`src/sv/pcdl_pkg.sv`:
```
// Package: shared types, codes and helper functions of the pulse credit unit.
`default_nettype none

package pcdl_pkg;

   localparam int CREDIT_W  = 8;
   localparam int IDLE_W    = 16;
   localparam int PULSE_W   = 8;
   localparam int CSR_IDX_W = 1;
   localparam int CSR_W     = 16;
   localparam int REQ_W     = 8;
   localparam int RSP_W     = 16;

   localparam logic [IDLE_W-1:0]   IDLE_LIMIT_RESET  = 16'd60000;
   localparam logic [PULSE_W-1:0]  PULSE_TICKS_RESET = 8'd99;
   localparam logic [CREDIT_W-1:0] CREDIT_MAX        = 8'd255;
   localparam logic [IDLE_W-1:0]   IDLE_MAX          = 16'hFFFF;

   localparam logic [CREDIT_W-1:0] VALUE_TEN  = 8'd10;
   localparam logic [CREDIT_W-1:0] VALUE_FIVE = 8'd5;
   localparam logic [CREDIT_W-1:0] VALUE_TWO  = 8'd2;
   localparam logic [CREDIT_W-1:0] VALUE_ONE  = 8'd1;

   // register indexes of the configuration port
   localparam logic [CSR_IDX_W-1:0] CSR_IDLE_LIMIT  = 1'b0;
   localparam logic [CSR_IDX_W-1:0] CSR_PULSE_TICKS = 1'b1;

   // payout round stage, one-hot
   typedef enum logic [4:0] {
      STAGE_IDLE = 5'b00001,
      STAGE_TEN  = 5'b00010,
      STAGE_FIVE = 5'b00100,
      STAGE_TWO  = 5'b01000,
      STAGE_ONE  = 5'b10000
   } stage_type;

   // block state carried from tick to tick
   typedef struct packed {
      logic                edge_armed;
      logic [CREDIT_W-1:0] credit;
      logic [IDLE_W-1:0]   idle;
      stage_type           stage;
      logic                low_half;
      logic [PULSE_W-1:0]  count;
   } state_type;

   // one result transaction
   typedef struct packed {
      logic                paying_out;
      logic [CREDIT_W-1:0] credit_held;
      logic                out_one;
      logic                out_two;
      logic                out_five;
      logic                out_ten;
   } result_type;

   // credit value of a stage
   function automatic logic [CREDIT_W-1:0] stage_value(input stage_type stage);
      logic [CREDIT_W-1:0] v;
      unique case (stage)
         STAGE_TEN:  v = VALUE_TEN;
         STAGE_FIVE: v = VALUE_FIVE;
         STAGE_TWO:  v = VALUE_TWO;
         STAGE_ONE:  v = VALUE_ONE;
         default:    v = '0;
      endcase
      return v;
   endfunction

   // first stage after 'from' whose value fits the credit, else idle
   function automatic stage_type next_stage(input stage_type from,
                                            input logic [CREDIT_W-1:0] credit);
      logic after_idle;
      logic after_ten;
      logic after_five;
      logic after_two;
      stage_type s;
      after_idle = (from == STAGE_IDLE);
      after_ten  = after_idle || (from == STAGE_TEN);
      after_five = after_ten || (from == STAGE_FIVE);
      after_two  = after_five || (from == STAGE_TWO);
      priority if (after_idle && credit >= VALUE_TEN) s = STAGE_TEN;
      else if (after_ten && credit >= VALUE_FIVE)     s = STAGE_FIVE;
      else if (after_five && credit >= VALUE_TWO)     s = STAGE_TWO;
      else if (after_two && credit >= VALUE_ONE)      s = STAGE_ONE;
      else                                            s = STAGE_IDLE;
      return s;
   endfunction

endpackage

`default_nettype wire

```
`src/sv/pcdl_step.sv`:
```
// Per-tick next-state and result logic of the pulse credit unit.
`default_nettype none

module pcdl_step
   import pcdl_pkg::*;
(
   input  state_type           state,
   input  logic                line_sample,
   input  logic                line_recheck,
   input  logic [IDLE_W-1:0]   idle_limit,
   input  logic [PULSE_W-1:0]  pulse_ticks,
   output state_type           state_next,
   output result_type          result
);

   logic                edge_armed_s;
   logic [CREDIT_W-1:0] credit_s;
   logic [IDLE_W-1:0]   idle_s;
   logic [IDLE_W-1:0]   idle_inc;
   logic [PULSE_W-1:0]  count_inc;
   logic [CREDIT_W-1:0] value;
   logic [CREDIT_W-1:0] credit_sub;
   logic                line_high;

   // confirmed edge detection, saturating credit
   always_comb begin
      edge_armed_s = state.edge_armed;
      credit_s     = state.credit;
      idle_s       = state.idle;
      if (!line_sample && !line_recheck && state.edge_armed) begin
         if (state.credit != CREDIT_MAX) credit_s = state.credit + 1'b1;
         edge_armed_s = 1'b0;
         idle_s       = '0;
      end else if (line_sample && line_recheck && !state.edge_armed) begin
         edge_armed_s = 1'b1;
      end
   end

   assign idle_inc   = (idle_s == IDLE_MAX) ? idle_s : idle_s + 1'b1;
   assign count_inc  = state.count + 1'b1;
   assign value      = stage_value(state.stage);
   assign credit_sub = (credit_s >= value) ? credit_s - value : '0;
   assign line_high  = (state.stage != STAGE_IDLE) && !state.low_half;

   // idle counting and payout sequencing
   always_comb begin
      state_next            = state;
      state_next.edge_armed = edge_armed_s;
      state_next.credit     = credit_s;
      state_next.idle       = idle_s;
      if (state.stage == STAGE_IDLE) begin
         if (credit_s != '0) begin
            state_next.idle = idle_inc;
            if (idle_inc >= idle_limit) begin
               state_next.idle     = '0;
               state_next.low_half = 1'b0;
               state_next.count    = '0;
               state_next.stage    = next_stage(STAGE_IDLE, credit_s);
            end
         end
      end else begin
         state_next.count = count_inc;
         if (count_inc >= pulse_ticks) begin
            state_next.count = '0;
            if (!state.low_half) begin
               state_next.low_half = 1'b1;
            end else begin
               state_next.low_half = 1'b0;
               state_next.credit   = credit_sub;
               state_next.stage    = next_stage(state.stage, credit_sub);
            end
         end
      end
   end

   // output lines follow the stage entered at the start of the tick
   assign result.out_ten     = line_high && (state.stage == STAGE_TEN);
   assign result.out_five    = line_high && (state.stage == STAGE_FIVE);
   assign result.out_two     = line_high && (state.stage == STAGE_TWO);
   assign result.out_one     = line_high && (state.stage == STAGE_ONE);
   assign result.credit_held = state_next.credit;
   assign result.paying_out  = (state_next.stage != STAGE_IDLE);

endmodule

`default_nettype wire

```
`src/sv/pulse_credit_to_denomination_lines_unit.sv`:
```
// A request passes the input register, then the result register, before its response.
// Throughput: one transaction per cycle unless stalled; state update is one pcdl_step pass.
// A stalled response holds both registers; with the input register full, req_tready drops.
// Reset: synchronous, active high; clears valid flags and block state and
// loads idle_limit 60000 and pulse_ticks 99.
`default_nettype none

module pulse_credit_to_denomination_lines_unit
   import pcdl_pkg::*;
(
   input  logic                 clock,
   input  logic                 reset,
   // req_tdata: [0] line_sample, [1] line_recheck, [7:2] zero
   input  logic                 req_tvalid,
   output logic                 req_tready,
   input  logic [REQ_W-1:0]     req_tdata,
   // rsp_tdata: [0] out_ten, [1] out_five, [2] out_two, [3] out_one,
   // [11:4] credit_held, [12] paying_out, [15:13] zero
   output logic                 rsp_tvalid,
   input  logic                 rsp_tready,
   output logic [RSP_W-1:0]     rsp_tdata,
   input  logic                 csr_we,
   input  logic [CSR_IDX_W-1:0] csr_index,
   input  logic [CSR_W-1:0]     csr_data
);

   logic [IDLE_W-1:0]  idle_limit_ff;
   logic [PULSE_W-1:0] pulse_ticks_ff;
   state_type          state_ff;
   state_type          state_in;
   result_type         result_in;
   result_type         result_ff;
   logic               in_valid_ff;
   logic               sample_ff;
   logic               recheck_ff;
   logic               out_ready;
   logic               in_ready;
   logic               advance;

   // pipeline handshake
   assign out_ready  = !rsp_tvalid || rsp_tready;
   assign advance    = in_valid_ff && out_ready;
   assign in_ready   = !in_valid_ff || out_ready;
   assign req_tready = in_ready;

   // configuration registers
   always_ff @(posedge clock) begin
      if (reset) begin
         idle_limit_ff  <= IDLE_LIMIT_RESET;
         pulse_ticks_ff <= PULSE_TICKS_RESET;
      end else if (csr_we) begin
         unique case (csr_index)
            CSR_IDLE_LIMIT:  idle_limit_ff  <= csr_data[IDLE_W-1:0];
            CSR_PULSE_TICKS: pulse_ticks_ff <= csr_data[PULSE_W-1:0];
            default: ;
         endcase
      end
   end

   // input register
   always_ff @(posedge clock) begin
      if (reset) begin
         in_valid_ff <= 1'b0;
      end else if (in_ready) begin
         in_valid_ff <= req_tvalid;
      end
   end

   always_ff @(posedge clock) begin
      if (in_ready && req_tvalid) begin
         sample_ff  <= req_tdata[0];
         recheck_ff <= req_tdata[1];
      end
   end

   pcdl_step u_step (
      .state        (state_ff),
      .line_sample  (sample_ff),
      .line_recheck (recheck_ff),
      .idle_limit   (idle_limit_ff),
      .pulse_ticks  (pulse_ticks_ff),
      .state_next   (state_in),
      .result       (result_in)
   );

   // block state moves one tick per transaction
   always_ff @(posedge clock) begin
      if (reset) begin
         state_ff.edge_armed <= 1'b0;
         state_ff.credit     <= '0;
         state_ff.idle       <= '0;
         state_ff.stage      <= STAGE_IDLE;
         state_ff.low_half   <= 1'b0;
         state_ff.count      <= '0;
      end else if (advance) begin
         state_ff <= state_in;
      end
   end

   // result register
   always_ff @(posedge clock) begin
      if (reset) begin
         rsp_tvalid <= 1'b0;
      end else if (out_ready) begin
         rsp_tvalid <= in_valid_ff;
      end
   end

   always_ff @(posedge clock) begin
      if (advance) begin
         result_ff <= result_in;
      end
   end

   assign rsp_tdata = {{(RSP_W - $bits(result_type)){1'b0}}, result_ff};

`ifndef ASSERT_OFF
   // the shown credit is the credit the block now holds
   a_credit_tracks: assert property (@(posedge clock) disable iff (reset)
      rsp_tvalid |-> (result_ff.credit_held == state_ff.credit))
      else $error("response credit differs from held credit");

   // at most one denomination line high at a time
   a_one_line: assert property (@(posedge clock) disable iff (reset)
      rsp_tvalid |-> $onehot0({result_ff.out_ten, result_ff.out_five,
                               result_ff.out_two, result_ff.out_one}))
      else $error("more than one output line high");

   // a line is high only while a payout round runs on the current tick
   a_line_in_round: assert property (@(posedge clock) disable iff (reset)
      advance && (result_in.out_ten || result_in.out_five ||
                  result_in.out_two || result_in.out_one)
      |-> (state_ff.stage != STAGE_IDLE))
      else $error("output line high outside a payout round");
`endif

endmodule

`default_nettype wire
```
`config.mk`:
```
export PLATFORM = sky130hd
export DESIGN_NAME = pulse_credit_to_denomination_lines_unit
export DESIGN_NICKNAME = d
export VERILOG_FILES = /design/src/sv/pcdl_pkg.sv /design/src/sv/pcdl_step.sv /design/src/sv/pulse_credit_to_denomination_lines_unit.sv
export SDC_FILE = /design/constraint.sdc
export NUM_CORES = 1
export LEC_CHECK = 0
export ABC_AREA = 0
export BUFFER_PORTS_ARGS = -buffer_cell sky130_fd_sc_hd__buf_2
export CAP_MARGIN = 20
export CORE_AREA = 3 3 97 145
export CTS_CLUSTER_SIZE = 25
export DETAILED_ROUTE_END_ITERATION = 12
export DIE_AREA = 0 0 100 148
export PLACE_DENSITY = 0.66
export SLEW_MARGIN = 15
export SYNTH_ARGS = -nofsm -noshare
export SYNTH_HDL_FRONTEND = slang
export SYNTH_HIERARCHICAL = 1
export SYNTH_SLANG_ARGS = --single-unit
export TNS_END_PERCENT = 1
```
`constraint.sdc`:
```
create_clock -name clock -period 4.1 [get_ports clock]
set_input_delay 0.41 -clock clock [delete_from_list [all_inputs] [get_ports clock]]
set_output_delay 0.41 -clock clock [all_outputs]
set_load 0.005 [all_outputs]
```
==> reports/metrics.cfg <==
[global_route]
grt_usage_pct = 20.34
grt_use_met1_pct = 22.43
grt_overflow_total = 0
grt_pass1_wl_um = 24670
grt_max_degree = 66
gr-max-usage-layer = met2
grt_pass1_vias = 5391
antenna_found_initial = 0
use_met2_pct = 37.17
met3_usage_pct = 3.211

[cells_and_area]
nets = 864
layout-drive-gt1-share_pct = 21.69
num_antenna_cells = 0
fin_util_pct = 55.56
seq_area_mm2 = 0.001752
multiInputGateArea_mm2 = 0.004059
nFillCells = 1211
syn_to_final_growth_pct = 20.49

[logic_synthesis]
ys_ff_latch = 80
syn_inst = 733
synthArstFlopShare_pct = 0
syn_area_mm2 = 0.005973
yosys.area.top_type_share_pct = 21.78
synth.distinct_cells = 71
seq_area_frac_synth_pct = 29.33
ys_warn_count = 6
synthFlopType = dfxtp_1
synth_top_cell_by_area = dfxtp_1
synth_edf_count = 15
synthTopCellsByCount = 86 x nand2_1, 83 x nand2b_1, 65 x dfxtp_1
synth.most_common_cell = nand2_1
avgSynthCellArea_um2 = 8.149
synth_area_leaders = dfxtp_1 22%, nand2b_1 8.7%, edfxtp_1 7.5%, mux2i_1 7.4%, ha_1 6.5%

[drt]
dr.pass1.iters = 5
drtIter0Drc = 281
routed_wl_um = 15210
drc = 0
via_per_inst = 5.718
vias = 5524
antenna_left = 0
wl_per_cell_um = 15.74

[die]
row_count = 51
core_region_area_mm2 = 0.01295
ios = 48
die_width_um = 100
dieArea_mm2 = 0.01480
die_y_um = 148
start_util_pct = 46.11

[run_status]
outcome = complete, no violations

[critical_path]
crit_required_ns = 4.17
r2r_start = sample_ff
end_kind = register
critical_path.startpoint_type = register
critPathMaxFanout = 7
r2r_cells = 18
worstPathArrival_ns = 4.12
r2r-end = rsp_tdata[12]
criticalPathCategory = reg -> reg
reg2reg_setup_slack_ns = 0.05

[cts]
clk_pin_slew_worst_paths_ns = 0.06
postCtsHoldBufs = 0
cts-root-buf = clkbuf_16
cts.sinks = 80
cts_tree = done
htree_levels = 3
cts.path.max_buffers = 2
cts_buffers = 9
clock_latency_ns = 0.34

[timing]
slew_violations = 0
setup_tns_ns = 0
setup_viol = 0
clock.fmax_mhz = 247.1
fin_crit_ns = 4.047
hold_viol = 0
rsz0062_at_grt = yes
relSlewSlack_pct = 31.84
worst_slew_pin_slew_ns = 1.019
setup_slack_ns = 0.05279
fin_crit_sh_pct = 98.71
skew_ns = 0.009692

[min_path]
whs_endpoint = recheck_ff
hp-start = req_tdata[1]
min_delay_path_depth = 1
hold_class = in -> reg

[power_and_ir_drop]
ir_worst_vdd_uv = 215.8
p_leak_nw = 3.016
finalPower_w = 0.001820
p_per_area_mw_per_mm2 = 252.9

[job]
cap_viol_max_count = 0

[placement]
place_ws_ns = -0.3386
place.gp.congestion = 0.9275
io_buffers = 38
hpwl_um = 10950

-- worst max-delay path, stage by stage (launching register included) --
cell and delay (ns):
edfxtp_1 0.40, or3b_4 0.47, and3_1 0.27, nand4_4 0.11, and3_4 0.18, and2_4 0.16, nand3_4 0.09, xor2_2 0.17
nor2_1 0.06, ha_1 0.33, a41oi_2 0.18, nand3_2 0.14, a311oi_4 0.29, o21ai_4 0.16, nand2_2 0.13, nor3_4 0.06
buf_6 0.13, a2111oi_4 0.30, nand4b_1 0.13
-- sequential cells by signal (all words and copies together), names as in the netlist --
name / count
pulse_ticks_ff: 8
state_ff: 39
recheck_ff: 1
rsp_tvalid: 1
in_valid_ff: 1
rsp_tdata: 13
sample_ff: 1
idle_limit_ff: 16
-- final cells by class --
cell class	instances	share of cell area, %
clock buffers	9	3.129
clock inverters	7	1.200
inverters	38	2.017
multi-input cells	566	56.40
flip-flops and latches	80	24.34
well taps	159	2.764
repair buffers	107	10.15
-- logic make-up (layout without fill, tap and decap cells) --
kind of cell	count (synthesis)	count (layout)	synth area share, %
flops	80	80	29.33
fa+ha+maj	33	33	6.996
buf+inv	89	161	7.729
simple gates	328	328	29.39
other cells	1	3	0.06278
xor+xnor	26	26	3.812
mux	46	46	7.750
compound gates	130	130	14.94
-- power breakdown --
group	leakage, nW	internal [W]	switching, W
logic	2.19	0.0000615	0.0000758
registers	0.672	0.000821	0.00000904
clock network	0.153	0.000528	0.000326
total	3.02	0.00141	0.000410
-- routing by layer --
metal / vias up / routed length [µm] / share of wire [%]
li1: 2682 / - / -
met1: 2625 / 5868 / 39
met2: 169 / 8079 / 53
met3: 48 / 649 / 4.3
met4: 0 / 611 / 4.0
met5: - / 0 / 0
-- through the flow --
stage	instance area [µm²]	std cells	hold slack (ns)
2_1_floorplan	6040	735	0.4354
3_3_place_gp	6605	947	0.4480
3_5_place_dp	6605	947	0.4501
4_1_cts	7022	965	0.2496
5_1_grt	7197	966	0.2541
6_report	7197	966	0.2635
-- timing repair --
action                                  CTS  global route
hold endpoints to repair                  0             0
resized for setup                        22            29
pin swaps                                14            24
setup buffers                             2             1
endpoints found under the setup margin   31            29
-- cell usage in the layout, fill, tap and decap left out, drive strengths merged, types with 10 or more instances in the layout --
cell type / instances
xor2: 15
dfxtp: 65
nand3: 29
buf: 107
o21ai: 26
edfxtp: 15
a21oi: 41
xnor2: 11
nand2b: 83
nand4: 12
nand2: 86
nor2: 48
inv: 38
nor3: 10
ha: 31
and3: 12
mux2i: 44
-- how the worst max path moves through the flow --
stage	slack (ns)	endpoint	start	depth (start not counted)
6_report	0.05	rsp_tdata[12]	sample_ff	18
5_1_grt	-0.17	rsp_tdata[12]	sample_ff	20
4_1_cts	-0.01	rsp_tdata[12]	recheck_ff	20
3_5_place_dp	-0.34	state_ff[16]	sample_ff	22
3_3_place_gp	-0.32	state_ff[11]	sample_ff	22
2_1_floorplan	-0.07	rsp_tdata[12]	sample_ff	23
No activity file was read; power rests on OpenSTA's default activity.
